<file path="src/rtl/kmt_pkg.sv">
// shared types and constants of the keyed message table
package kmt_pkg;

  localparam int KEY_W = 8;
  localparam int MSG_W = 15;

  localparam logic [1:0] REQ_LOOKUP = 2'd0;
  localparam logic [1:0] REQ_SET    = 2'd1;
  localparam logic [1:0] REQ_CLEAR  = 2'd2;

  typedef enum logic [2:0] {
    ST_HIT      = 3'd0,
    ST_MISS     = 3'd1,
    ST_INSERTED = 3'd2,
    ST_UPDATED  = 3'd3,
    ST_REJECTED = 3'd4,
    ST_FULL     = 3'd5,
    ST_CLEARED  = 3'd6
  } status_t;

  typedef enum logic [2:0] {
    S_IDLE,
    S_DECODE,
    S_SCAN_RD,
    S_SCAN_CMP,
    S_RESP
  } fsm_t;

  typedef struct packed {
    logic [KEY_W-1:0] family;
    logic [KEY_W-1:0] start_rung;
    logic [KEY_W-1:0] jump_steps;
    logic [MSG_W-1:0] message;
  } entry_t;

  localparam int ENTRY_W = $bits(entry_t);

  typedef struct packed {
    logic    latch_req;
    logic    idx_clr;
    logic    idx_inc;
    logic    rd_en;
    logic    cap_msg;
    logic    wr_upd;
    logic    wr_app;
    logic    cnt_clr;
    logic    load_out;
    status_t res_status;
  } cmd_t;

  typedef struct packed {
    logic [1:0] req_type;
    logic       key_ok;
    logic       scan_done;
    logic       match;
    logic       full;
    logic       out_free;
  } stat_t;

endpackage

</file>
<file path="src/rtl/kmt_ctrl.sv">
// controller state machine that sequences decode, scan, write and response
module kmt_ctrl (
  input  logic           clk,
  input  logic           rst_n,
  input  logic           in_valid,
  output logic           in_ready,
  input  kmt_pkg::stat_t stat,
  output kmt_pkg::cmd_t  cmd
);

  kmt_pkg::fsm_t    state_r, state_nxt;
  kmt_pkg::status_t res_r, res_nxt;

  always_ff @(posedge clk) begin
    if (!rst_n) begin
      state_r <= kmt_pkg::S_IDLE;
      res_r   <= kmt_pkg::ST_REJECTED;
    end else begin
      state_r <= state_nxt;
      res_r   <= res_nxt;
    end
  end

  // next state
  always_comb begin
    state_nxt = state_r;
    res_nxt   = res_r;
    unique case (state_r)
      kmt_pkg::S_IDLE: begin
        if (in_valid) begin
          state_nxt = kmt_pkg::S_DECODE;
        end
      end
      kmt_pkg::S_DECODE: begin
        unique case (stat.req_type)
          kmt_pkg::REQ_LOOKUP: begin
            state_nxt = kmt_pkg::S_SCAN_RD;
          end
          kmt_pkg::REQ_SET: begin
            if (stat.key_ok) begin
              state_nxt = kmt_pkg::S_SCAN_RD;
            end else begin
              res_nxt   = kmt_pkg::ST_REJECTED;
              state_nxt = kmt_pkg::S_RESP;
            end
          end
          kmt_pkg::REQ_CLEAR: begin
            res_nxt   = kmt_pkg::ST_CLEARED;
            state_nxt = kmt_pkg::S_RESP;
          end
          default: begin
            res_nxt   = kmt_pkg::ST_REJECTED;
            state_nxt = kmt_pkg::S_RESP;
          end
        endcase
      end
      kmt_pkg::S_SCAN_RD: begin
        if (stat.scan_done) begin
          state_nxt = kmt_pkg::S_RESP;
          if (stat.req_type != kmt_pkg::REQ_SET) begin
            res_nxt = kmt_pkg::ST_MISS;
          end else if (stat.full) begin
            res_nxt = kmt_pkg::ST_FULL;
          end else begin
            res_nxt = kmt_pkg::ST_INSERTED;
          end
        end else begin
          state_nxt = kmt_pkg::S_SCAN_CMP;
        end
      end
      kmt_pkg::S_SCAN_CMP: begin
        if (stat.match) begin
          state_nxt = kmt_pkg::S_RESP;
          res_nxt   = (stat.req_type == kmt_pkg::REQ_SET) ? kmt_pkg::ST_UPDATED
                                                         : kmt_pkg::ST_HIT;
        end else begin
          state_nxt = kmt_pkg::S_SCAN_RD;
        end
      end
      kmt_pkg::S_RESP: begin
        if (stat.out_free) begin
          state_nxt = kmt_pkg::S_IDLE;
        end
      end
      default: begin
        state_nxt = kmt_pkg::S_IDLE;
      end
    endcase
  end

  // outputs
  always_comb begin
    in_ready       = 1'b0;
    cmd            = '0;
    cmd.res_status = res_r;
    unique case (state_r)
      kmt_pkg::S_IDLE: begin
        in_ready      = 1'b1;
        cmd.latch_req = in_valid;
        cmd.idx_clr   = in_valid;
      end
      kmt_pkg::S_DECODE: begin
        cmd.cnt_clr = (stat.req_type == kmt_pkg::REQ_CLEAR);
      end
      kmt_pkg::S_SCAN_RD: begin
        cmd.rd_en  = !stat.scan_done;
        cmd.wr_app = stat.scan_done && (stat.req_type == kmt_pkg::REQ_SET) && !stat.full;
      end
      kmt_pkg::S_SCAN_CMP: begin
        cmd.cap_msg = stat.match && (stat.req_type != kmt_pkg::REQ_SET);
        cmd.wr_upd  = stat.match && (stat.req_type == kmt_pkg::REQ_SET);
        cmd.idx_inc = !stat.match;
      end
      kmt_pkg::S_RESP: begin
        cmd.load_out = stat.out_free;
      end
      default: begin
        cmd.res_status = res_r;
      end
    endcase
  end

endmodule

</file>
<file path="config.mk">
export PLATFORM = sky130hd
export DESIGN_NAME = kmt_ctrl
export DESIGN_NICKNAME = d
export VERILOG_FILES = /design/src/rtl/kmt_pkg.sv /design/src/rtl/kmt_ctrl.sv
export SDC_FILE = /design/constraint.sdc
export NUM_CORES = 1
export LEC_CHECK = 0
export BUFFER_PORTS_ARGS = -buffer_cell sky130_fd_sc_hd__buf_4
export CORE_AREA = 2 2 39 41
export DETAILED_ROUTE_END_ITERATION = 12
export DIE_AREA = 0 0 41 43
export SLEW_MARGIN = 10
export SYNTH_ARGS = -nofsm -noshare
export SYNTH_HDL_FRONTEND = slang
export SYNTH_SLANG_ARGS = --single-unit
</file>
<file path="constraint.sdc">
create_clock -name clk -period 1.7 [get_ports clk]
set_clock_uncertainty 0.05 [all_clocks]
set_input_delay 0.17 -clock clk [delete_from_list [all_inputs] [get_ports clk]]
set_output_delay 0.17 -clock clk [all_outputs]
set_load 0.005 [all_outputs]
</file>
### Word level (Yosys, flattened, before mapping)

Cells that the tools add are included.
W data, S select, Z words.

* register bits: 6
* latch bits: 0
* memory bits (writable): 0
* ROM bits: 0
* memories kept: 0

* add/subtract/negate cells: 0
* multiply operators: 0
* div/mod/pow operators: 0
* order comparisons: 0
* equal/unequal tests: 13
* shifts and indexed selects: 0
* muxes and demuxes: 23
* bitwise gates (word level): 0
* reduce and logical (&&, ||, !) cells: 12

Operators with widths (count)
* $mux W3: 10
* $pmux W3 S3: 2
* $pmux W3 S5: 1
* $ne A2 B2 Y1 const B: 5
* $eq A3 B2 Y1 const B: 2
* $mux W1: 6
* $mux W2: 3
* $pmux W3 S2: 1
* $reduce_and A5 Y1: 1
* $logic_and A1 B1 Y1: 4
* $eq A3 B1 Y1 const B: 1
* $eq A3 B3 Y1 const B: 1
* $logic_not A1 Y1: 3
* $logic_not A3 Y1: 1
* $ne A3 B3 Y1 const B: 1
* $reduce_bool A3 Y1: 1
* $eq A2 B1 Y1 const B: 1
* $eq A2 B2 Y1 const B: 1
* $logic_not A2 Y1: 1
* $ne A2 B1 Y1 const B: 1
* $reduce_and A2 Y1: 1

### Depth between registers and ports, before layout

Gate-level depths: netlist (run 1).

* depth in word-level cells: 4
* gate-level depth with buffers: 5
* gate-level depth less buffers: 4

### Least setup slack after synthesis (run 1)

Ideal clock, no wire load.

* path type: flip-flop to flip-flop
* start point: register state_r[1]
* end point: register res_r[1]
* library setup time: 119 ps
* arrival time: 1113 ps
* required time: 1531 ps
* slack: 417 ps
* stages on the path, launching flop included: 5
* path buffers: 0
* clock period less this slack: 1283 ps
* path through: dfxtp_1 -> or3b_4 -> a21o_1 -> a21oi_1 -> nor3_1

* cells in the longest elaborated chain, start to end: 3
* elaborated cells on any way between the ends: 10

RTL lines
* start: declaration: line kmt_ctrl.sv:11 `kmt_pkg::fsm_t state_r, state_nxt;`
* start signal: assignment: line kmt_ctrl.sv:16 `state_r <= kmt_pkg::S_IDLE;`
* start signal: assignment: line kmt_ctrl.sv:19 `state_r <= state_nxt;`
* $eq A3 B1 Y1 or $eq A3 B2 Y1 (tied branches): line kmt_ctrl.sv:28 `unique case (state_r)`
* $ne A3 B3 Y1 (no line) (tied with other cells)
* $reduce_and A5 Y1 (no line)
* end signal: assignment: line kmt_ctrl.sv:17 `res_r <= kmt_pkg::ST_REJECTED;`
* end signal: assignment: line kmt_ctrl.sv:20 `res_r <= res_nxt;`
* end: declaration: line kmt_ctrl.sv:12 `kmt_pkg::status_t res_r, res_nxt;`

Several ways; a longest one is shown, not always the timed one.
A chain may end at the register's enable or synchronous reset.

==> metrics.cfg, run 1 <==
[cts]
cts_setup_buffers=0
ctsResizeCount=0
ctsHoldBuffers=0
cts_max_level=1
clkSlewWorstSetupHoldPaths_ps=40
clk_latency_ps=240
clock_path_buffers=2
clock_sinks=6
cts_tree=yes
root_buffer=clkbuf_4
cts_inserted_buffers=3

[sta]
fmax_mhz=632
setup_tns_ps=0
layout_setup_ws_ps=118
slew_violations=0
relSlewSlack=0.815
setup_violations=0
hold_viol_final=0
grt_setup_unrepaired=no
min_period_over_period=0.931
period_needed_ps=1580
tightest_slew_ps=274

[drt]
wire_per_inst_um=11.4
drt-pass1-iter-count=4
ant_nets=0
dr_total_vias=494
drtIter0Drc=12
avgViaCountPerCell=5.26
wirelength_um=1070
drc=0

[floorplanning]
dieHeight_um=43
die_x_um=41
die_area_um2=1760
initial_core_util=0.302
core_um2=1380
core.rowCount=14
ios=23

[yosys]
syn_nets=64
ys_top_cells_by_area=dfxtp_1 (29%), nand2b_1 (9.0%), nor3b_1 (5.4%), mux2i_1 (4.8%), nor3_1 (4.8%)
synth_xor_area_frac=0
synth.distinct_cells=27
yosys_warnings=0
synth_top_area_cell=dfxtp_1
yosys-top-cells-count=dfxtp_1 (6), nand2b_1 (6), nor2_1 (5)
synthSimpleGateAreaFrac=0.440
ys_ff_latch=6
syn_avg_cell_area_um2=7.74
synth_compound_area_frac=0.168
ys_async_sr_fraction=0
synth_top_family_by_area=simple AND/OR/NAND/NOR gates
synth-edff-count=0
synth_ff_type=dfxtp_1
synthAdderAreaFrac=0
ys_seq_area_frac=0.287
synthMuxAreaShare=0.0479
synth.top_cell.area_share=0.287
syn_inst=54
synth.cell_area_um2=418

[global_route]
grt_pass1_vias=440
antenna_found_initial=0
grt_pass1_wl_um=1860
grt_use_total=0.156
grt_max_degree=9
grt_remaining_overflow=0

[critical_path]
reg2reg_slack_ps=250
r2r-start=state_r[0]$_SDFFE_PN0P_
reg2reg_depth=4
worstPathMaxFanout=8
crit_arrival_ps=1360
timing.critical_path.to_type=primary output
crit_type=reg2out
worstSetupStartpointType=flip-flop
crit_required_ps=1480
rr_endpoint=res_r[1]$_SDFFE_PN0P_
cp-endpoint=cmd[4]
startpoint=state_r[0]$_SDFFE_PN0P_

[pwr]
p_per_area_nw_per_um2=615
p_total_uw=382
peakVddDrop_mv=0.351
p_leak_uw=0.000267

[place]
dp_slack_ps=271
gp_congestion=0.757
port-buffer-count=22
placed_area_um2=598
dp_hpwl_um=858

[run]
drv_cap=0

[finish]
final_util=0.448
fin_nets=90
design_area_um2=621
num_antenna_cells=0
drive_above_1_share=0.359
syn_to_final_growth_pct=48.5

[worst_hold_path]
hp-class=in2reg

[status]
status=complete, no violations

## cells in the final DEF, fill, tap and decap left out, types with 2 or more instances in the layout
master | synthesis | final
buf_4 | 1 | 23
nand2b_1 | 6 | 6
o21ai_0 | 2 | 2
mux2i_1 | 2 | 2
dfxtp_1 | 6 | 6
nor3_1 | 4 | 4
clkbuf_4 | 0 | 3
nor2_1 | 5 | 5
nor3b_1 | 3 | 3
nor4_1 | 2 | 2
nor2b_1 | 2 | 2
a21oi_1 | 3 | 3
inv_1 | 3 | 3
## where the power goes
part           switching, uW  internal (uW)  leakage, uW  total, uW
Sequential              9.24            148    0.0000489        157
Clock                   47.9           79.6    0.0000138        127
Combinational           41.8           55.3     0.000205       97.1
Total                   98.9            283     0.000267        382
## routing by layer
| layer | vias up | wire (um) | track usage | share of wire |
|---|---|---|---|---|
| li1 | 246 | - | - | - |
| met1 | 223 | 507 | 0.208 | 0.47 |
| met2 | 21 | 476 | 0.219 | 0.44 |
| met3 | 4 | 72 | 0.0314 | 0.067 |
| met4 | 0 | 16 | 0.100 | 0.015 |
| met5 | - | 0 | 0 | 0 |
## worst min path at each step
| stage | from | to | slack, ps | depth (start not counted) |
|---|---|---|---|---|
| after global placement | rst_n | res_r[2]$_SDFFE_PN1P_ | 340 | 2 |
| after global routing | rst_n | res_r[2]$_SDFFE_PN1P_ | 100 | 2 |
| after CTS | rst_n | res_r[2]$_SDFFE_PN1P_ | 90 | 2 |
| after detailed placement | rst_n | res_r[2]$_SDFFE_PN1P_ | 340 | 2 |
| after floorplan | rst_n | res_r[2]$_SDFFE_PN1P_ | 200 | 1 |
| final | rst_n | res_r[2]$_SDFFE_PN1P_ | 100 | 2 |
## cell type report
class / count / area, um^2
fill: 152 / 763
multi-input combinational: 43 / 274
timing repair buffer: 23 / 173
sequential: 6 / 120
clock buffer: 3 / 22.5
tap: 16 / 20.0
inverter: 3 / 11.3
## through the flow
step	instances	hold slack (ps)
2_1_floorplan	54	198
3_3_place_gp	91	336
3_5_place_dp	91	339
4_1_cts	94	85.8
5_1_grt	94	100
6_report	94	97.3
## sequential cells by signal, indices dropped and copies added, names as in the netlist
signal / count
res_r: 3
state_r: 3
## worst max-delay path, cell delays in order, from the launching register on
cell     delay [ps]
dfxtp_1         450
or3b_4          440
nor2_1          120
buf_4           110
## kinds of logic after synthesis
group | count (synthesis)
buf+inv | 5
mux | 2
simple gates | 30
compound gates | 11
flops | 6
Power figures use the tool's default switching activity.
==> run 2, diff against run 1 <==
--- a/config.mk
+++ b/config.mk
@@ -5,10 +5,10 @@
 export SDC_FILE = /design/constraint.sdc
 export NUM_CORES = 1
 export LEC_CHECK = 0
+export ABC_AREA = 1
 export BUFFER_PORTS_ARGS = -buffer_cell sky130_fd_sc_hd__buf_4
-export CORE_AREA = 2 2 39 41
+export CORE_UTILIZATION = 34
 export DETAILED_ROUTE_END_ITERATION = 12
-export DIE_AREA = 0 0 41 43
 export SLEW_MARGIN = 10
 export SYNTH_ARGS = -nofsm -noshare
 export SYNTH_HDL_FRONTEND = slang
==> run 2 against run 1 <==
Area after synthesis rose by 13%. Critical path depth unchanged. Largest power group is now combinational cells. Critical path type unchanged. Largest cell class unchanged. Sequential power rose by 20%. First-iteration DRC count grew 67%.
==> metrics.cfg, run 2 <==
[status]
status=complete, no violations

[floorplanning]
die_x_um=39.3
dieHeight_um=39.3
core_um2=1300
core.rowCount=13
die_area_um2=1540
initial_core_util=0.363
ios=23

[critical_path]
worstSetupStartpointType=flip-flop
crit_arrival_ps=1290
cpPeakStageDelay_ps=460
crit_type=reg2out
r2r-start=state_r[0]$_SDFFE_PN0P_
cp_slowest_cell=dfxtp_1
critPathBufInv=2
crit_required_ps=1480
startpoint=state_r[0]$_SDFFE_PN0P_
critPathTopFamily=flip-flops
crit_cells=3
timing.critical_path.to_type=primary output
worstPathCellList=inv_2, nor3_1, buf_4
cp-endpoint=cmd[9]
reg2reg_depth=5
reg2reg_slack_ps=440
rr_endpoint=res_r[0]$_SDFFE_PN0P_
worstPathMaxFanout=8

[yosys]
syn_avg_cell_area_um2=5.99
synth_top_area_cell=dfxtp_1
ys_top_cells_by_area=dfxtp_1 (25%), nand2_1 (12%), nor2_1 (11%), inv_1 (9.5%), nand3_1 (8.5%)
synth.top_cell.area_share=0.254
ys_seq_area_frac=0.254
yosys-top-cells-count=nand2_1 (15), nor2_1 (14), inv_1 (12)
syn_nets=89
synth-edff-count=0
synth.cell_area_um2=473
synth.distinct_cells=20
ys_async_sr_fraction=0
ys_ff_latch=6
yosys_warnings=0
synth_ff_type=dfxtp_1
yosysMostFrequentCell=nand2_1
syn_inst=79

[global_route]
grt_remaining_overflow=0
antenna_found_initial=0
grt_use_total=0.178
grt_pass1_vias=453
grt_pass1_wl_um=1840
grt_max_degree=9

[place]
placed_area_um2=638
gp_congestion=0.799
port-buffer-count=22
dp.cells=114
dp_hpwl_um=958

[cts]
root_buffer=clkbuf_4
ctsResizeCount=0
cts_setup_buffers=0
clock_sinks=6
clkSlewWorstSetupHoldPaths_ps=50
ctsHoldBuffers=0
clk_latency_ps=250
cts_max_level=1
cts_inserted_buffers=3
cts_tree=yes
clock_path_buffers=2

[finish]
nFillCells=148
final_util=0.508
final_common_cell=buf_4
final_cells=117
reg_top3=res_r (3), state_r (3)
drive_above_1_share=0.333
design_area_um2=661
final_cell_mix=buf_4 (22), nand2_1 (15), nor2_1 (14)
num_antenna_cells=0
fin_nets=114
syn_to_final_growth_pct=39.7

[sta]
grt_setup_unrepaired=no
setup_violations=0
setup_tns_ps=0
tightest_slew_ps=314
min_period_over_period=0.890
relSlewSlack=0.789
fmax_mhz=661
period_needed_ps=1510
slew_violations=0
hold_viol_final=0

[drt]
drtIter0Drc=20
avgViaCountPerCell=4.74
ant_nets=0
drt-pass1-iter-count=4
drc=0
wire_per_inst_um=10.3
wirelength_um=1210
dr_total_vias=554

[run]
drv_cap=0

[worst_hold_path]
hp-class=in2reg
hold_start=rst_n

[pwr]
p_per_area_nw_per_um2=811
peakVddDrop_mv=0.413
p_leak_uw=0.000358
p_total_uw=536

[run 2: changes by cell type after synthesis, sizes merged, moves of 2 or more]
cell    before  now
nand2        1   16
inv          3   15
nor2         5   17
nand3        1    8
nand2b       6    0
nand4        0    5
nor3b        3    0
a21oi        4    2
mux2i        2    0
nor2b        2    0
[run 2: cells by family (layout without fill, tap and decap cells)]
logic type | Yosys count | in the layout | share of synthesized area
buf+inv | 17 | 40 | 0.159
compound gates | 5 | 5 | 0.0661
simple gates | 51 | 51 | 0.521
flops | 6 | 6 | 0.254
[run 2: per-layer routing]
metal | global-route usage | share of wire | vias to the layer above
li1 | - | - | 299
met2 | 0.296 | 0.46 | 16
met1 | 0.219 | 0.47 | 237
met3 | 0.0341 | 0.066 | 2
met4 | 0.0776 | 0.0058 | 0
met5 | 0 | 0 | -
[run 2: power breakdown]
part	internal (uW)	switching, uW	total, uW
sequential	164	24.1	188
clock	80.1	55.0	135
combinational	100	113	213
[run 2: through the flow]
step,setup WS [ps],hold slack [ps]
4_1_cts,192,92.5
5_1_grt,103,104
3_3_place_gp,480,348
2_1_floorplan,597,205
3_5_place_dp,466,348
6_report,188,95.2
[run 2: worst min-delay path by stage]
| stage | end | cells past startpoint |
|---|---|---|
| 3_3_place_gp | state_r[2]$_SDFFE_PN0P_ | 3 |
| 3_5_place_dp | state_r[2]$_SDFFE_PN0P_ | 3 |
| 2_1_floorplan | res_r[2]$_SDFFE_PN1P_ | 1 |
| 6_report | state_r[2]$_SDFFE_PN0P_ | 3 |
| 5_1_grt | res_r[2]$_SDFFE_PN1P_ | 2 |
| 4_1_cts | state_r[2]$_SDFFE_PN0P_ | 3 |
[run 2: final cells by class]
type                            instances  area [um^2]  share of cell area
Inverter                               15         56.3              0.0852
Tap cell                               15         18.8              0.0284
Clock buffer                            3         22.5              0.0341
Timing Repair Buffer                   22          165               0.250
Sequential cell                         6          120               0.182
Multi-Input combinational cell         56          278               0.420
[run 2: tightest hold or removal path, stage by stage]
cell	delay, ps
buf_4	100
nand2_1	50
inv_1	40
